$ cat src/rtl/demand_paging_lru_translator_core_macros.svh
`ifndef DEMAND_PAGING_LRU_TRANSLATOR_CORE_MACROS_SVH
`define DEMAND_PAGING_LRU_TRANSLATOR_CORE_MACROS_SVH

// same-cycle implication, checked outside reset
`define DPTL_ASSERT_NOW(lbl, ante, cons, msg) \
  lbl: assert property (@(posedge clk_i) disable iff (!rst_ni) (ante) |-> (cons)) \
    else $error(msg);

// next-cycle implication, checked outside reset
`define DPTL_ASSERT_NEXT(lbl, ante, cons, msg) \
  lbl: assert property (@(posedge clk_i) disable iff (!rst_ni) (ante) |=> (cons)) \
    else $error(msg);

`endif

$ cat src/rtl/dptl_pkg.sv
`default_nettype none

package dptl_pkg;

  // fixed field geometry
  localparam int unsigned VADDR_BITS     = 22;
  localparam int unsigned OFFSET_BITS    = 12;
  localparam int unsigned PAGE_BITS      = VADDR_BITS - OFFSET_BITS;
  localparam int unsigned PADDR_BITS     = 16;
  localparam int unsigned FRAME_OUT_BITS = PADDR_BITS - OFFSET_BITS;

  // defaults for the top-level parameters
  localparam int unsigned DEF_FRAME_COUNT = 16;
  localparam int unsigned DEF_STAMP_BITS  = 32;

  // access kinds
  localparam logic CMD_READ  = 1'b0;
  localparam logic CMD_WRITE = 1'b1;

  // sequencer states
  typedef enum logic [1:0] {
    ST_IDLE,
    ST_LOOKUP,
    ST_SEARCH,
    ST_EVICT
  } state_e;

  // update command for one frame cell
  typedef struct packed {
    logic sel;       // this cell is written this cycle
    logic fill;      // new owner page is loaded, else only touched
    logic is_write;  // access kind of the item
  } cell_cmd_t;

endpackage

`default_nettype wire

$ cat src/rtl/demand_paging_lru_translator_core.sv
// channel | handshake              | payload
// --------+------------------------+-------------------------------------------
// in      | in_valid_i / in_ready_o| command_i, virtual_address_i
// out     | out_valid_o/out_ready_i| physical_address_o, page_fault_o,
//         |                        | frame_used_o, evicted_o, victim_page_o,
//         |                        | write_back_o
//
// a hit or a load into a free frame registers its result from the lookup state
// once the result register is free; no new input is taken until then
// a replacement walks the victim token down the row of FRAME_COUNT cells in the
// search state; the result registers in the evict state once the register is free
// reset invalidates every frame cell and clears fill count and access stamp
// a stalled output holds the result register; the next input is taken
// meanwhile and waits in lookup until the register frees up
`default_nettype none

module demand_paging_lru_translator_core #(
  parameter int unsigned FRAME_COUNT = dptl_pkg::DEF_FRAME_COUNT,
  parameter int unsigned STAMP_BITS  = dptl_pkg::DEF_STAMP_BITS
) (
  input  wire logic                                clk_i,
  input  wire logic                                rst_ni,
  input  wire logic                                in_valid_i,
  output logic                                     in_ready_o,
  input  wire logic                                command_i,
  input  wire logic [dptl_pkg::VADDR_BITS-1:0]     virtual_address_i,
  output logic                                     out_valid_o,
  input  wire logic                                out_ready_i,
  output logic [dptl_pkg::PADDR_BITS-1:0]          physical_address_o,
  output logic                                     page_fault_o,
  output logic [dptl_pkg::FRAME_OUT_BITS-1:0]      frame_used_o,
  output logic                                     evicted_o,
  output logic [dptl_pkg::PAGE_BITS-1:0]           victim_page_o,
  output logic                                     write_back_o
);
  import dptl_pkg::*;

  `include "demand_paging_lru_translator_core_macros.svh"

  localparam int unsigned FRAME_BITS  = $clog2(FRAME_COUNT);
  localparam int unsigned IN_USE_BITS = $clog2(FRAME_COUNT + 1);
  localparam logic [FRAME_BITS-1:0]  CNT_LAST   = FRAME_BITS'(FRAME_COUNT - 1);
  localparam logic [IN_USE_BITS-1:0] FRAMES_ALL = IN_USE_BITS'(FRAME_COUNT);

  state_e                   state_q, state_d;
  logic [FRAME_BITS-1:0]    cnt_q, cnt_d;
  logic [IN_USE_BITS-1:0]   in_use_q;
  logic [STAMP_BITS-1:0]    stamp_q;
  logic                     cmd_q;
  logic [PAGE_BITS-1:0]     page_q;
  logic [OFFSET_BITS-1:0]   offset_q;

  logic                     in_xfer;
  logic                     out_free;
  logic                     commit;
  logic                     fill;
  logic [FRAME_BITS-1:0]    target;
  logic                     has_free;

  logic [FRAME_COUNT-1:0]   hits;
  logic                     hit_any;
  logic [FRAME_BITS-1:0]    hit_idx;
  cell_cmd_t                cell_cmd [FRAME_COUNT];

  logic                     tok_vld   [FRAME_COUNT+1];
  logic [STAMP_BITS-1:0]    tok_age   [FRAME_COUNT+1];
  logic [PAGE_BITS-1:0]     tok_owner [FRAME_COUNT+1];
  logic                     tok_dirty [FRAME_COUNT+1];
  logic [FRAME_BITS-1:0]    tok_idx   [FRAME_COUNT+1];

  logic                     out_valid_q;
  logic [PADDR_BITS-1:0]    paddr_q;
  logic                     fault_q;
  logic [FRAME_OUT_BITS-1:0] frame_q;
  logic                     evicted_q;
  logic [PAGE_BITS-1:0]     victim_q;
  logic                     wback_q;

  assign in_ready_o = (state_q == ST_IDLE);
  assign in_xfer    = in_valid_i && in_ready_o;
  assign out_free   = !out_valid_q || out_ready_i;
  assign has_free   = (in_use_q < FRAMES_ALL);

  // empty token enters the head of the row
  assign tok_vld[0]   = 1'b0;
  assign tok_age[0]   = '0;
  assign tok_owner[0] = '0;
  assign tok_dirty[0] = 1'b0;
  assign tok_idx[0]   = '0;

  // row of frame cells
  for (genvar k = 0; k < FRAME_COUNT; k++) begin : g_cell
    assign cell_cmd[k] = '{sel:      commit && (target == FRAME_BITS'(k)),
                           fill:     fill,
                           is_write: cmd_q};

    dptl_cell #(
      .FRAME_COUNT(FRAME_COUNT),
      .STAMP_BITS (STAMP_BITS),
      .CELL_INDEX (k)
    ) u_cell (
      .clk_i      (clk_i),
      .rst_ni     (rst_ni),
      .cmd_i      (cell_cmd[k]),
      .page_i     (page_q),
      .stamp_i    (stamp_q),
      .hit_o      (hits[k]),
      .tok_vld_i  (tok_vld[k]),
      .tok_age_i  (tok_age[k]),
      .tok_owner_i(tok_owner[k]),
      .tok_dirty_i(tok_dirty[k]),
      .tok_idx_i  (tok_idx[k]),
      .tok_vld_o  (tok_vld[k+1]),
      .tok_age_o  (tok_age[k+1]),
      .tok_owner_o(tok_owner[k+1]),
      .tok_dirty_o(tok_dirty[k+1]),
      .tok_idx_o  (tok_idx[k+1])
    );
  end

  // one-hot hit vector to frame number
  always_comb begin
    hit_idx = '0;
    for (int k = 0; k < FRAME_COUNT; k++) begin
      if (hits[k]) begin
        hit_idx = hit_idx | FRAME_BITS'(k);
      end
    end
  end
  assign hit_any = |hits;

  // sequencer
  always_comb begin
    state_d = state_q;
    cnt_d   = cnt_q;
    commit  = 1'b0;
    fill    = 1'b0;
    target  = hit_idx;
    unique case (state_q)
      ST_IDLE: begin
        if (in_valid_i) begin
          state_d = ST_LOOKUP;
        end
      end
      ST_LOOKUP: begin
        if (!hit_any && !has_free) begin
          state_d = ST_SEARCH;
          cnt_d   = CNT_LAST;
        end else begin
          if (!hit_any) begin
            fill   = 1'b1;
            target = FRAME_BITS'(in_use_q);
          end
          if (out_free) begin
            commit  = 1'b1;
            state_d = ST_IDLE;
          end
        end
      end
      ST_SEARCH: begin
        if (cnt_q == '0) begin
          state_d = ST_EVICT;
        end else begin
          cnt_d = cnt_q - 1'b1;
        end
      end
      ST_EVICT: begin
        fill   = 1'b1;
        target = tok_idx[FRAME_COUNT];
        if (out_free) begin
          commit  = 1'b1;
          state_d = ST_IDLE;
        end
      end
      default: state_d = ST_IDLE;
    endcase
  end

  always_ff @(posedge clk_i or negedge rst_ni) begin
    if (!rst_ni) begin
      state_q <= ST_IDLE;
      cnt_q   <= '0;
    end else begin
      state_q <= state_d;
      cnt_q   <= cnt_d;
    end
  end

  // fill count and access stamp
  always_ff @(posedge clk_i or negedge rst_ni) begin
    if (!rst_ni) begin
      in_use_q <= '0;
      stamp_q  <= '0;
    end else begin
      if (in_xfer) begin
        stamp_q <= stamp_q + 1'b1;
      end
      if (commit && fill && (state_q == ST_LOOKUP)) begin
        in_use_q <= in_use_q + 1'b1;
      end
    end
  end

  // input item capture
  always_ff @(posedge clk_i) begin
    if (in_xfer) begin
      cmd_q    <= command_i;
      page_q   <= virtual_address_i[VADDR_BITS-1:OFFSET_BITS];
      offset_q <= virtual_address_i[OFFSET_BITS-1:0];
    end
  end

  // result register
  always_ff @(posedge clk_i or negedge rst_ni) begin
    if (!rst_ni) begin
      out_valid_q <= 1'b0;
    end else if (commit) begin
      out_valid_q <= 1'b1;
    end else if (out_ready_i) begin
      out_valid_q <= 1'b0;
    end
  end

  always_ff @(posedge clk_i) begin
    if (commit) begin
      paddr_q   <= {FRAME_OUT_BITS'(target), offset_q};
      fault_q   <= fill;
      frame_q   <= FRAME_OUT_BITS'(target);
      evicted_q <= (state_q == ST_EVICT);
      victim_q  <= (state_q == ST_EVICT) ? tok_owner[FRAME_COUNT] : '0;
      wback_q   <= (state_q == ST_EVICT) && tok_dirty[FRAME_COUNT];
    end
  end

  assign out_valid_o        = out_valid_q;
  assign physical_address_o = paddr_q;
  assign page_fault_o       = fault_q;
  assign frame_used_o       = frame_q;
  assign evicted_o          = evicted_q;
  assign victim_page_o      = victim_q;
  assign write_back_o       = wback_q;

  // checks
  `DPTL_ASSERT_NOW(a_hit_unique, state_q == ST_LOOKUP, $onehot0(hits), "page held by two frames")
  `DPTL_ASSERT_NOW(a_evict_full, out_valid_o && evicted_o, in_use_q == FRAMES_ALL, "eviction with free frames")
  `DPTL_ASSERT_NOW(a_token_ready, state_q == ST_EVICT, tok_vld[FRAME_COUNT], "no victim at row end")
  `DPTL_ASSERT_NEXT(a_stamp_hold, !in_xfer, $stable(stamp_q), "stamp moved without transfer")

endmodule

`default_nettype wire

$ cat src/rtl/dptl_cell.sv
`default_nettype none

module dptl_cell #(
  parameter int unsigned FRAME_COUNT = dptl_pkg::DEF_FRAME_COUNT,
  parameter int unsigned STAMP_BITS  = dptl_pkg::DEF_STAMP_BITS,
  parameter int unsigned CELL_INDEX  = 0
) (
  input  wire logic                             clk_i,
  input  wire logic                             rst_ni,
  input  wire dptl_pkg::cell_cmd_t              cmd_i,
  input  wire logic [dptl_pkg::PAGE_BITS-1:0]   page_i,
  input  wire logic [STAMP_BITS-1:0]            stamp_i,
  output logic                                  hit_o,
  input  wire logic                             tok_vld_i,
  input  wire logic [STAMP_BITS-1:0]            tok_age_i,
  input  wire logic [dptl_pkg::PAGE_BITS-1:0]   tok_owner_i,
  input  wire logic                             tok_dirty_i,
  input  wire logic [$clog2(FRAME_COUNT)-1:0]   tok_idx_i,
  output logic                                  tok_vld_o,
  output logic [STAMP_BITS-1:0]                 tok_age_o,
  output logic [dptl_pkg::PAGE_BITS-1:0]        tok_owner_o,
  output logic                                  tok_dirty_o,
  output logic [$clog2(FRAME_COUNT)-1:0]        tok_idx_o
);
  import dptl_pkg::*;

  localparam int unsigned FRAME_BITS = $clog2(FRAME_COUNT);

  logic                  valid_q;
  logic [PAGE_BITS-1:0]  owner_q;
  logic [STAMP_BITS-1:0] age_q;
  logic                  dirty_q;
  logic                  own_better;

  // frame state: valid is control, the rest payload
  always_ff @(posedge clk_i or negedge rst_ni) begin
    if (!rst_ni) begin
      valid_q <= 1'b0;
    end else if (cmd_i.sel && cmd_i.fill) begin
      valid_q <= 1'b1;
    end
  end

  always_ff @(posedge clk_i) begin
    if (cmd_i.sel) begin
      age_q <= stamp_i;
      if (cmd_i.fill) begin
        owner_q <= page_i;
        dirty_q <= (cmd_i.is_write == CMD_WRITE);
      end else begin
        dirty_q <= dirty_q | (cmd_i.is_write == CMD_WRITE);
      end
    end
  end

  // page match against the owner
  assign hit_o = valid_q && (owner_q == page_i);

  // oldest-so-far compare, ties go to the lower owner page
  assign own_better = valid_q && (!tok_vld_i || (age_q < tok_age_i) ||
                      ((age_q == tok_age_i) && (owner_q < tok_owner_i)));

  // victim token handed to the next cell every cycle
  always_ff @(posedge clk_i or negedge rst_ni) begin
    if (!rst_ni) begin
      tok_vld_o <= 1'b0;
    end else begin
      tok_vld_o <= valid_q | tok_vld_i;
    end
  end

  always_ff @(posedge clk_i) begin
    if (own_better) begin
      tok_age_o   <= age_q;
      tok_owner_o <= owner_q;
      tok_dirty_o <= dirty_q;
      tok_idx_o   <= FRAME_BITS'(CELL_INDEX);
    end else begin
      tok_age_o   <= tok_age_i;
      tok_owner_o <= tok_owner_i;
      tok_dirty_o <= tok_dirty_i;
      tok_idx_o   <= tok_idx_i;
    end
  end

endmodule

`default_nettype wire

$ cat config.mk
export PLATFORM = sky130hd
export DESIGN_NAME = demand_paging_lru_translator_core
export DESIGN_NICKNAME = d
export VERILOG_FILES = /design/src/rtl/dptl_pkg.sv /design/src/rtl/demand_paging_lru_translator_core.sv /design/src/rtl/dptl_cell.sv
export VERILOG_INCLUDE_DIRS = /design/src /design/src/rtl
export SDC_FILE = /design/constraint.sdc
export NUM_CORES = 2
export LEC_CHECK = 0
export ABC_AREA = 0
export CAP_MARGIN = 5
export CORE_ASPECT_RATIO = 2
export CORE_UTILIZATION = 49
export CTS_BUF_LIST = sky130_fd_sc_hd__clkbuf_8
export DETAILED_ROUTE_END_ITERATION = 8
export DONT_BUFFER_PORTS = 1
export GPL_ROUTABILITY_DRIVEN = 0
export SYNTH_ARGS = -nofsm -noshare
export SYNTH_HDL_FRONTEND = slang
export SYNTH_SLANG_ARGS = --single-unit
$ cat constraint.sdc
create_clock -name clk_i -period 7.2 [get_ports clk_i]
set_input_delay 0.36 -clock clk_i [delete_from_list [all_inputs] [get_ports clk_i]]
set_output_delay 0.36 -clock clk_i [all_outputs]
set_load 0.1 [all_outputs]
==> qor.yml <==
synth_top_area_share_pct: 33.91
worstSetupEndpointType: "flop"
syn-num-nets: 5672
first_global_vias: 40610
fp.dieArea_sq_mm: 0.1353
leakagePower_uw: 0.03030
fin_crit_sh_pct: 71.41
overflow: 0
synth_cell_types: 80
num_vias: 37890
slew_headroom_pct: 13.59
regArea_sq_mm: 0.03821
core_sq_mm: 0.1327
setup_violations: 0
syn_inst: 5027
placed_cell_area_sq_mm: 0.06782
pwr-share-seq_pct: 49.8
tightest_slew_ns: 1.284
final_cell_area_sq_mm: 0.07246
drc: 10
track_usage_pct: 23.62
fp.dieW_microns: 260.6
numCtsBuffers: 215
combPwrFrac_pct: 20.6
syn_area_sq_mm: 0.06552
wl_mm: 158.1
rsz0062_at_grt: "false"
drt-vias-per-instance: 5.319
clkPwrFrac_pct: 29.7
portBuffers: 0
internal_power_uw: 16200
violations: "DRC"
final_layout_size_suffix_gt1_share_pct: 19.14
hp-class: "input pin to flop"
finalHoldViolCount: 0
crit_type: "flop to flop"
hpwl_mm: 116.6
grt_pass1_wl_mm: 237.2
dpl.cell_count: 6701
power.switching_uw: 6895
power_density_mw_per_mm2: 318.7
start_kind: "flop"
cts_htree_levels: 4
area_growth_pct: 10.59
grt_antenna_before_repair: 5
ys_ff_latch: 1520
yosysSeqAreaShare_pct: 58.32
ctsLongestPathBuffers: 4
cts_setup_buffers: 0
clock-sinks: 1520
cts_tree: "built"
cap_violations: 0
crit_fanout: 34
clock_skew_ns: 0.05027
period_minus_slack_ns: 5.141
die_height_microns: 519.1
switching_share_pct: 29.86
outcome: "finished, violations left"
nets: 5872
synth.avg_cell_area_sq_um: 13.03
cts-root-buf: "clkbuf_8"
cp_data_required_time_ns: 7.67
drt_iter0_drc: 1510
clkTransAtPathRegs_ns: 0.07
clkLatencyLatePin_ns: 0.90
drv_slew: 0
fmax_ghz: 0.1945
ant_nets: 0
grt_max_degree: 76
synthArstFlopShare_pct: 4.934
wl_per_cell_microns: 22.20
ir_drop_mv: 0.1753
fillCellCount: 11190
cp.arrival_ns: 5.61
yosysWarningCount: 0
synth_flop_cell: "edfxtp_1"
ios: 62
utilization_pct: 54.62
synth-edff-count: 740
synth_area_leaders: "edfxtp_1 34%, dfxtp_1 22%, ha_1 12%"
synth_top_cell_by_area: "edfxtp_1"
final_cells: 7124
setup_tns_ns: 0
first_pass_iters: 6
initial_core_util_pct: 49.39
multiInputGateArea_sq_mm: 0.02448
rrSetupSlack_ns: 2.06
rows: 189
worst max-delay path, stage by stage, from the launching register on:
cell	delay, ns
edfxtp_1	0.84
buf_4	0.32
xnor2_1	0.13
nand4_1	0.11
nor3_1	0.64
nor4_4	0.08
nand4_2	0.19
nor2_1	0.11
a21oi_4	0.12
buf_4	0.45
or4b_1	0.56
buf_4	0.26
nor2_4	0.86
power by group through the flow:
| stage | clock, uW | sequential [uW] | combinational [uW] |
|---|---|---|---|
| final | 6850 | 11500 | 4750 |
| after global routing | 7340 | 11600 | 5300 |
| after CTS | 7010 | 11500 | 4850 |
| after detailed placement | 0 | 11700 | 4770 |
| after global placement | 0 | 11700 | 4700 |
| after floorplan | 0 | 11400 | 3410 |
path summary, 6_finish.rpt:
| kind | startpoint | to | cells past startpoint |
|---|---|---|---|
| max | page_q[6] | g_cell[13].u_cell.age_q[19] | 12 |
| min | virtual_address_i[0] | offset_q[0] | 1 |
| max reg2reg | page_q[6] | g_cell[13].u_cell.age_q[19] | 12 |
| min reg2reg | g_cell[2].u_cell.tok_idx_o[1] | g_cell[3].u_cell.tok_idx_o[1] | 1 |
| max in group asynchronous | rst_ni | stamp_q[19] | 2 |
| min in group asynchronous | rst_ni | g_cell[13].u_cell.tok_vld_o | 2 |
cells in the mapped netlist, types with 5 or more instances:
| cell | n |
|---|---|
| mux2_2 | 579 |
| xor2_1 | 25 |
| and2_1 | 47 |
| buf_6 | 13 |
| and3_1 | 24 |
| or2_1 | 10 |
| o211ai_1 | 8 |
| a21oi_1 | 140 |
| a2111oi_0 | 8 |
| nand2_1 | 127 |
| o21ai_0 | 100 |
| nand4_1 | 135 |
| buf_4 | 5 |
| or2_2 | 33 |
| nand3_1 | 58 |
| nor2b_1 | 56 |
| o2111ai_1 | 5 |
| nor2_1 | 107 |
| mux2_1 | 35 |
| buf_2 | 43 |
| nand3b_1 | 5 |
| a21o_1 | 200 |
| or3_1 | 14 |
| nand2b_1 | 34 |
| ha_1 | 618 |
| xnor2_1 | 171 |
| buf_8 | 5 |
| edfxtp_1 | 740 |
| nor3_1 | 49 |
| a31oi_1 | 9 |
| or4_1 | 6 |
| nor4_1 | 21 |
| dfxtp_1 | 705 |
| nand4b_1 | 6 |
| dfrtp_1 | 75 |
| o21a_1 | 42 |
| o22ai_1 | 7 |
| inv_1 | 656 |
| a211oi_1 | 10 |
| clkbuf_1 | 28 |
per-stage QoR:
| step | total power (uW) | hold slack, ns | setup slack, ns |
|---|---|---|---|
| after detailed placement | 16450 | 0.07065 | 1.955 |
| after global routing | 24270 | 0.06229 | 1.767 |
| final | 23090 | 0.1119 | 2.059 |
| after floorplan | 14780 | 0.06441 | 1.951 |
| after CTS | 23370 | 0.02863 | 1.932 |
| after global placement | 16360 | 0.06957 | 1.998 |
layout make-up:
cell class	count	share of cell area [%]
clock buffers	248	4.711
flip-flops and latches	1520	52.74
inverters	658	3.412
repair buffers	83	1.091
clock inverters	145	1.283
multi-input cells	2749	33.79
well taps	1719	2.968
diodes	2	0.006907
placed cells by master (no fill, tap or decap), drive strengths merged, types with 42 or more instances in the layout:
cell type  count
clkbuf       248
nor2         111
o21ai        104
nor3          52
inv          723
o21a          42
or2           43
mux2         614
edfxtp       740
ha           618
nand4        136
xnor2        171
and2          47
dfrtp         75
buf           56
a21oi        142
dfxtp        705
nand3         58
nand2        127
nor2b         57
a21o         200
clkinv        65
cell families after synthesis:
family	synth area share, %
DFF	58.32
buffers and inverters	4.742
and+or+nand+nor	6.267
adders and majority gates	11.80
muxes	10.55
AOI/OAI and AO/OA	5.698
xor gates and xnor gates	2.620
timing repair:
action	in CTS	in global routing
gates resized for setup	0	0
hold buffers	28	0
hold endpoints to repair	102	0
flip-flops by register name, summed over array words and instances, names as in the netlist, 2 cells and up:
register                   flops
g_cell.u_cell.age_q          512
g_cell.u_cell.tok_age_o      480
g_cell.u_cell.owner_q        160
g_cell.u_cell.tok_owner_o    160
g_cell.u_cell.tok_idx_o       49
stamp_q                       32
g_cell.u_cell.dirty_q         16
g_cell.u_cell.tok_dirty_o     16
g_cell.u_cell.valid_q         16
physical_address_o            16
g_cell.u_cell.tok_vld_o       15
offset_q                      12
page_q                        10
victim_page_o                 10
in_use_q                       5
cnt_q                          4
state_q                        2
layer usage:
| layer | vias up | global-route usage [%] | routed length [microns] |
|---|---|---|---|
| li1 | 18170 | - | - |
| met1 | 18810 | 21.88 | 53330 |
| met2 | 544 | 47.69 | 90930 |
| met3 | 363 | 2.602 | 3648 |
| met4 | 0 | 14.15 | 10250 |
| met5 | - | 0 | 0 |
Note: power is estimated with default switching activity, not from simulation.
